## config.mk

```make
export PLATFORM = sky130hd
export DESIGN_NAME = tms_mac
export DESIGN_NICKNAME = d
export VERILOG_FILES = /design/src/rtl/core/tms_pkg.sv /design/src/rtl/core/tms_mac.sv
export SDC_FILE = /design/constraint.sdc
export NUM_CORES = 2
export LEC_CHECK = 0
export ABC_AREA = 0
export BUFFER_PORTS_ARGS = -buffer_cell sky130_fd_sc_hd__buf_2
export CORE_ASPECT_RATIO = 0.6
export CORE_MARGIN = 10
export CORE_UTILIZATION = 50
export CTS_BUF_LIST = sky130_fd_sc_hd__clkbuf_8 sky130_fd_sc_hd__clkbuf_16
export DETAILED_ROUTE_END_ITERATION = 16
export PLACE_DENSITY = 0.69
export SETUP_SLACK_MARGIN = 0.1
export SLEW_MARGIN = 30
export SYNTH_ARGS = -nofsm -noshare
export SYNTH_HDL_FRONTEND = slang
export SYNTH_SLANG_ARGS = --single-unit
```

## constraint.sdc

```tcl
create_clock -name clock -period 26.9 [get_ports clock]
set_input_delay 5.38 -clock clock [delete_from_list [all_inputs] [get_ports clock]]
set_output_delay 5.38 -clock clock [all_outputs]
set_load 0.02 [all_outputs]
```

## src/rtl/core/tms_pkg.sv

```systemverilog
package tms_pkg;

   localparam int DataWidth = 32;
   localparam int FracBits  = 16;
   localparam int IdxWidth  = 4;
   localparam int Elements  = 16;
   localparam int ProdWidth = 2 * DataWidth;
   localparam int AccWidth  = ProdWidth - FracBits + 2;

   localparam logic [DataWidth-1:0] QOne = DataWidth'(1) << FracBits;

   typedef enum logic [2:0] {
      OP_IDENTITY = 3'd0,
      OP_LOAD     = 3'd1,
      OP_STAGE    = 3'd2,
      OP_PUSH     = 3'd3,
      OP_POP      = 3'd4,
      OP_READ     = 3'd5
   } opcode_type;

   typedef enum logic [1:0] {
      ST_OK        = 2'd0,
      ST_OVERFLOW  = 2'd1,
      ST_UNDERFLOW = 2'd2
   } status_type;

   typedef struct packed {
      logic valid;
      logic first;
      logic last;
   } mac_ctl_type;

   function automatic logic [DataWidth-1:0] identity_word(input logic [IdxWidth-1:0] idx);
      return (idx[1:0] == idx[3:2]) ? QOne : '0;
   endfunction

endpackage

```

## src/rtl/core/tms_mac.sv

```systemverilog
module tms_mac (
   input  logic                          clock,
   input  logic                          reset,
   input  tms_pkg::mac_ctl_type          ctl,
   input  logic signed [tms_pkg::DataWidth-1:0] a,
   input  logic signed [tms_pkg::DataWidth-1:0] b,
   output logic                          done,
   output logic [tms_pkg::DataWidth-1:0] result
);

   localparam int AW = tms_pkg::AccWidth;
   localparam int DW = tms_pkg::DataWidth;

   logic signed [tms_pkg::ProdWidth-1:0] prod_ff;
   tms_pkg::mac_ctl_type                 ctl_ff;
   logic signed [AW-1:0]                 acc_ff;
   logic signed [AW-1:0]                 term;
   logic signed [AW-1:0]                 sum_in;

   localparam logic signed [AW-1:0] MaxVal = AW'({1'b0, {(DW-1){1'b1}}});
   localparam logic signed [AW-1:0] MinVal = -MaxVal - AW'(1);

   always_ff @(posedge clock) begin
      if (reset) begin
         ctl_ff <= '0;
      end else begin
         ctl_ff <= ctl;
      end
      prod_ff <= a * b;
      if (ctl_ff.valid) begin
         acc_ff <= sum_in;
      end
   end

   // floor shift of the product, then accumulate exactly
   always_comb begin
      term   = AW'(prod_ff >>> tms_pkg::FracBits);
      sum_in = (ctl_ff.first ? '0 : acc_ff) + term;
   end

   always_comb begin
      if (sum_in > MaxVal) begin
         result = MaxVal[DW-1:0];
      end else if (sum_in < MinVal) begin
         result = MinVal[DW-1:0];
      end else begin
         result = sum_in[DW-1:0];
      end
   end

   assign done = ctl_ff.valid && ctl_ff.last;

endmodule

```

# == Yosys cells after proc, flatten, opt, wreduce, memory -nomap -nowiden ==
# Cells that the tools add are included.
# word_totals
output_inout_bits,33
register_bits,117
wordCells,13
inputBits,69
# op_classes
magnitude_cmp,2
multipliers,1
n_mux,3
addsub,1
reduce_logical,1
# op_table
op,n
$mul A32 B32 Y64,1
$mux W32,2
$add A50 B50 Y50,1
$gt A50 B32 Y1 const B,1
$lt A50 B32 Y1 const B,1
$mux W50,1
$logic_and A1 B1 Y1,1

# == Logic depth before layout (Yosys ltp) ==
# logic_depth
depth_word,5
mapped_depth,29
ltp_nobuf,28

# == Worst setup path before layout ==
# No wires, ideal clock.
# synth_path
kind,in2reg
from,in b[3] (netlist bit)
to,reg prod_ff[58] (netlist bit)
n_path_buf,1
required_ns,26.828
setup_ns,0.072
path_slack_ns,14.067
arrival_time_ns,12.761
stages,24
cell_sequence,clkbuf_1 and2_1 fa_1 fa_1 fa_1 fa_1 inv_1 fa_1 inv_1 fa_1 fa_1 fa_1 ha_1 a21o_1 a21o_1 a21oi_1 o21bai_1 a21o_1 a21oi_1 o2111ai_1 and2_1 a221o_1 a21oi_1 xnor2_1
# synth_via
elab_chain_len,1
# synth_rtl
element,line,rtl
start: declaration,tms_mac.sv:6,"input logic signed [tms_pkg::DataWidth-1:0] b,"
$mul A32 B32 Y64,tms_mac.sv:29,prod_ff <= a * b;
end signal: assignment,tms_mac.sv:29,
end: declaration,tms_mac.sv:14,logic signed [tms_pkg::ProdWidth-1:0] prod_ff;
# Every way passes these cells.
# A chain may end at the register's enable or synchronous reset.

# == Worst setup path in the final report ==
# layout_path
from,in b[2] (netlist bit)
to,reg prod_ff[58] (netlist bit)
# The elaborated chain is that of the path after synthesis.

==> results.json <==
{
  "h-tree-depth": 3,
  "yosysMostFrequentCell": "fa_1",
  "setup_tns_ns": 0,
  "outcome": "completed",
  "crit_fanout": 32,
  "cp_common_cell": "fa_1",
  "grt-ovfl-total": 0,
  "start_util": 0.508,
  "hpwl_um": 91700,
  "io_buffers": 101,
  "post-route-util": 0.527,
  "ys_seq_area_frac": 0.0604,
  "clk_latency_ns": 0.38,
  "wire_per_inst_um": 21.3,
  "syn_area_um2": 41700,
  "crit_path_end": "prod_ff[58]$_DFF_P_",
  "nets": 5714,
  "cts_tree": "built",
  "r2r_end": "acc_ff[41]$_DFFE_PP_",
  "syn_inst": 4421,
  "skew_ns": 0.0193,
  "grt_max_degree": 51,
  "synth-edff-count": 50,
  "yosys-top-cells-area": "fa_1 52%, inv_1 8.8%, and2_1 7.6%, ha_1 6.9%, nand2_1 5.1%",
  "ctsHoldBuffers": 0,
  "setup_slack_ns": 12.98,
  "synth_area_per_cell_um2": 9.44,
  "synth_cell_types": 83,
  "max_freq_mhz": 71.9,
  "post-route-period-util": 0.517,
  "core_area_um2": 82100,
  "clk_path_buf_depth": 2,
  "ys.flop_type": "dfxtp_1",
  "yosys_warnings": 0,
  "cts_buffers": 9,
  "crit_start": "b[2]",
  "critPathKind": "input pin to flip-flop",
  "synth_top_area_share": 0.519,
  "endpoint_kind": "flip-flop",
  "cts.sinks": 101,
  "drc": 0,
  "rr_startpoint": "ctl_ff[1]$_SDFF_PP0_",
  "synthesis.nets": 5801,
  "post_cts_resized": 0,
  "async_flop_share": 0,
  "finalSetupViolCount": 0,
  "yosys-top-cells-count": "1082 x fa_1, 984 x inv_1, 571 x nand2_1",
  "place_inst": 5402,
  "ff2ff_path_depth": 13,
  "grtUsageTotal": 0.249,
  "worst_pin_slew_ns": 1.05,
  "crit_path_top_delay_cell": "fa_1",
  "regToRegSetupSlack_ns": 22.40,
  "ant_nets": 0,
  "rows": 81,
  "period_needed_ns": 13.92,
  "die_x_um": 393,
  "cts_root_buffer": "clkbuf_16",
  "final_cell_count_no_fill": 5422,
  "synth-seq-cells": 101,
  "first_iter_violations": 2643,
  "arrival_ns": 14.21,
  "yosys.area.top_type": "fa_1",
  "cts_post_setup_buffers_inserted": 0,
  "timing.slew.headroom": 0.300,
  "final-hold-violation-count": 0,
  "start_kind": "input pin",
  "area_growth_pct": 3.58,
  "grt_first_pass_wirelength_um": 187000,
  "drive_gt1_frac": 0.0396,
  "rsz0062_at_grt": "false",
  "grt_pass1_vias": 32500,
  "dieArea_um2": 95800,
  "critical_path_required_ns": 27.19,
  "routed_wl_um": 115000,
  "max_stage_delay_ns": 1.00,
  "place_ws_ns": 12.62,
  "dr_total_vias": 30100,
  "worstHoldPathType": "flip-flop to flip-flop",
  "ios": 102,
  "globalplace.congestion": 0.959,
  "antenna_found_initial": 6,
  "viasPerCell": 5.55,
  "drt_pass1_iterations": 6,
  "final_max_slew_viol_count": 0,
  "maxCapViolCount": 0,
  "fp.dieH_um": 244,
  "clkTransAtPathRegs_ns": 0.09
}
registers in the layout, summed over array words and instances, names as in the netlist:
| signal | cells |
|---|---|
| acc_ff | 50 |
| prod_ff | 48 |
| ctl_ff | 3 |
critical path, delay by kind of cell:
kind	cells	cell delay [ns]
AOI/OAI and AO/OA	9	1.72
xor gates and xnor gates	1	0.14
adders and majority gates	9	5.18
buffers and inverters	4	1.26
and+or+nand+nor	2	0.45
layout make-up:
cell class                 count  area, um2
antenna                        4       10.0
clock buffer                   9        225
clock inverter                 7       86.3
fill                        7428      38900
inverter                     985       3700
multi-input combinational   3112      34700
sequential                   101       2520
tap                         1079       1350
timing repair buffer         125        686
placed cells by master (no fill, tap or decap), types with 4 or more instances in the layout:
master,netlist,routed
buf_4,1,24
a211oi_1,12,12
dfxtp_1,51,49
inv_1,984,984
o21ai_0,45,45
nor2_1,84,84
a21oi_1,97,97
buf_2,14,101
nand4_1,19,19
nand2b_1,10,10
a2111oi_0,6,6
nor2b_1,69,69
nand2_1,571,571
o21bai_1,14,14
a211o_1,4,4
nor4_1,6,6
xnor2_1,66,66
a31oi_1,7,7
o31ai_1,6,6
fa_1,1082,1082
and2_1,508,508
o211ai_1,7,7
a311oi_1,5,5
o21a_1,9,9
diode_2,0,4
and3_1,12,12
a21o_1,75,75
or3_1,6,6
nor3_1,18,18
edfxtp_1,50,50
nand3_1,23,23
or2_2,4,4
and4_1,5,5
mux2i_1,4,4
clkbuf_16,0,9
o21ai_1,8,8
ha_1,229,229
a221o_1,6,6
xor2_1,31,31
routing by layer:
metal,global-route usage,share of wire,up-vias,wire length (um)
met2,0.357,0.41,1591,47500
met1,0.372,0.44,15500,51200
met4,0.0392,0.015,6,1760
li1,-,-,12900,-
met5,0.00935,0.0012,-,140
met3,0.0790,0.13,123,14900
kinds of logic after synthesis:
kind of cell / Yosys count / share of synthesized area
multiplexers: 4 / 0.000959
XOR/XNOR: 97 / 0.0204
AND/OR/NAND/NOR: 1355 / 0.165
adder cells (fa/ha/maj): 1311 / 0.588
buffers and inverters: 1208 / 0.110
AO/OA/AOI/OAI: 345 / 0.0564
flip-flops: 101 / 0.0604
per-stage QoR:
step	hold slack (ns)	instance area [um2]
6_report	0.653	43200
5_1_grt	0.669	43200
4_1_cts	0.653	43200
3_5_place_dp	0.624	42900
3_3_place_gp	0.629	42900
2_1_floorplan	0.532	41700
how the worst min path moves through the flow:
stage	end	startpoint	cells past startpoint
3_5_place_dp	acc_ff[0]$_DFFE_PP_	prod_ff[16]$_DFF_P_	1
2_1_floorplan	acc_ff[0]$_DFFE_PP_	prod_ff[16]$_DFF_P_	1
5_1_grt	acc_ff[0]$_DFFE_PP_	prod_ff[16]$_DFF_P_	1
3_3_place_gp	acc_ff[0]$_DFFE_PP_	prod_ff[16]$_DFF_P_	1
6_report	acc_ff[0]$_DFFE_PP_	prod_ff[16]$_DFF_P_	1
4_1_cts	acc_ff[0]$_DFFE_PP_	prod_ff[16]$_DFF_P_	1
Power is left out: the tool's default activity adds up to more than one toggle a clock period on the data nets, which glitch-free logic cannot reach.
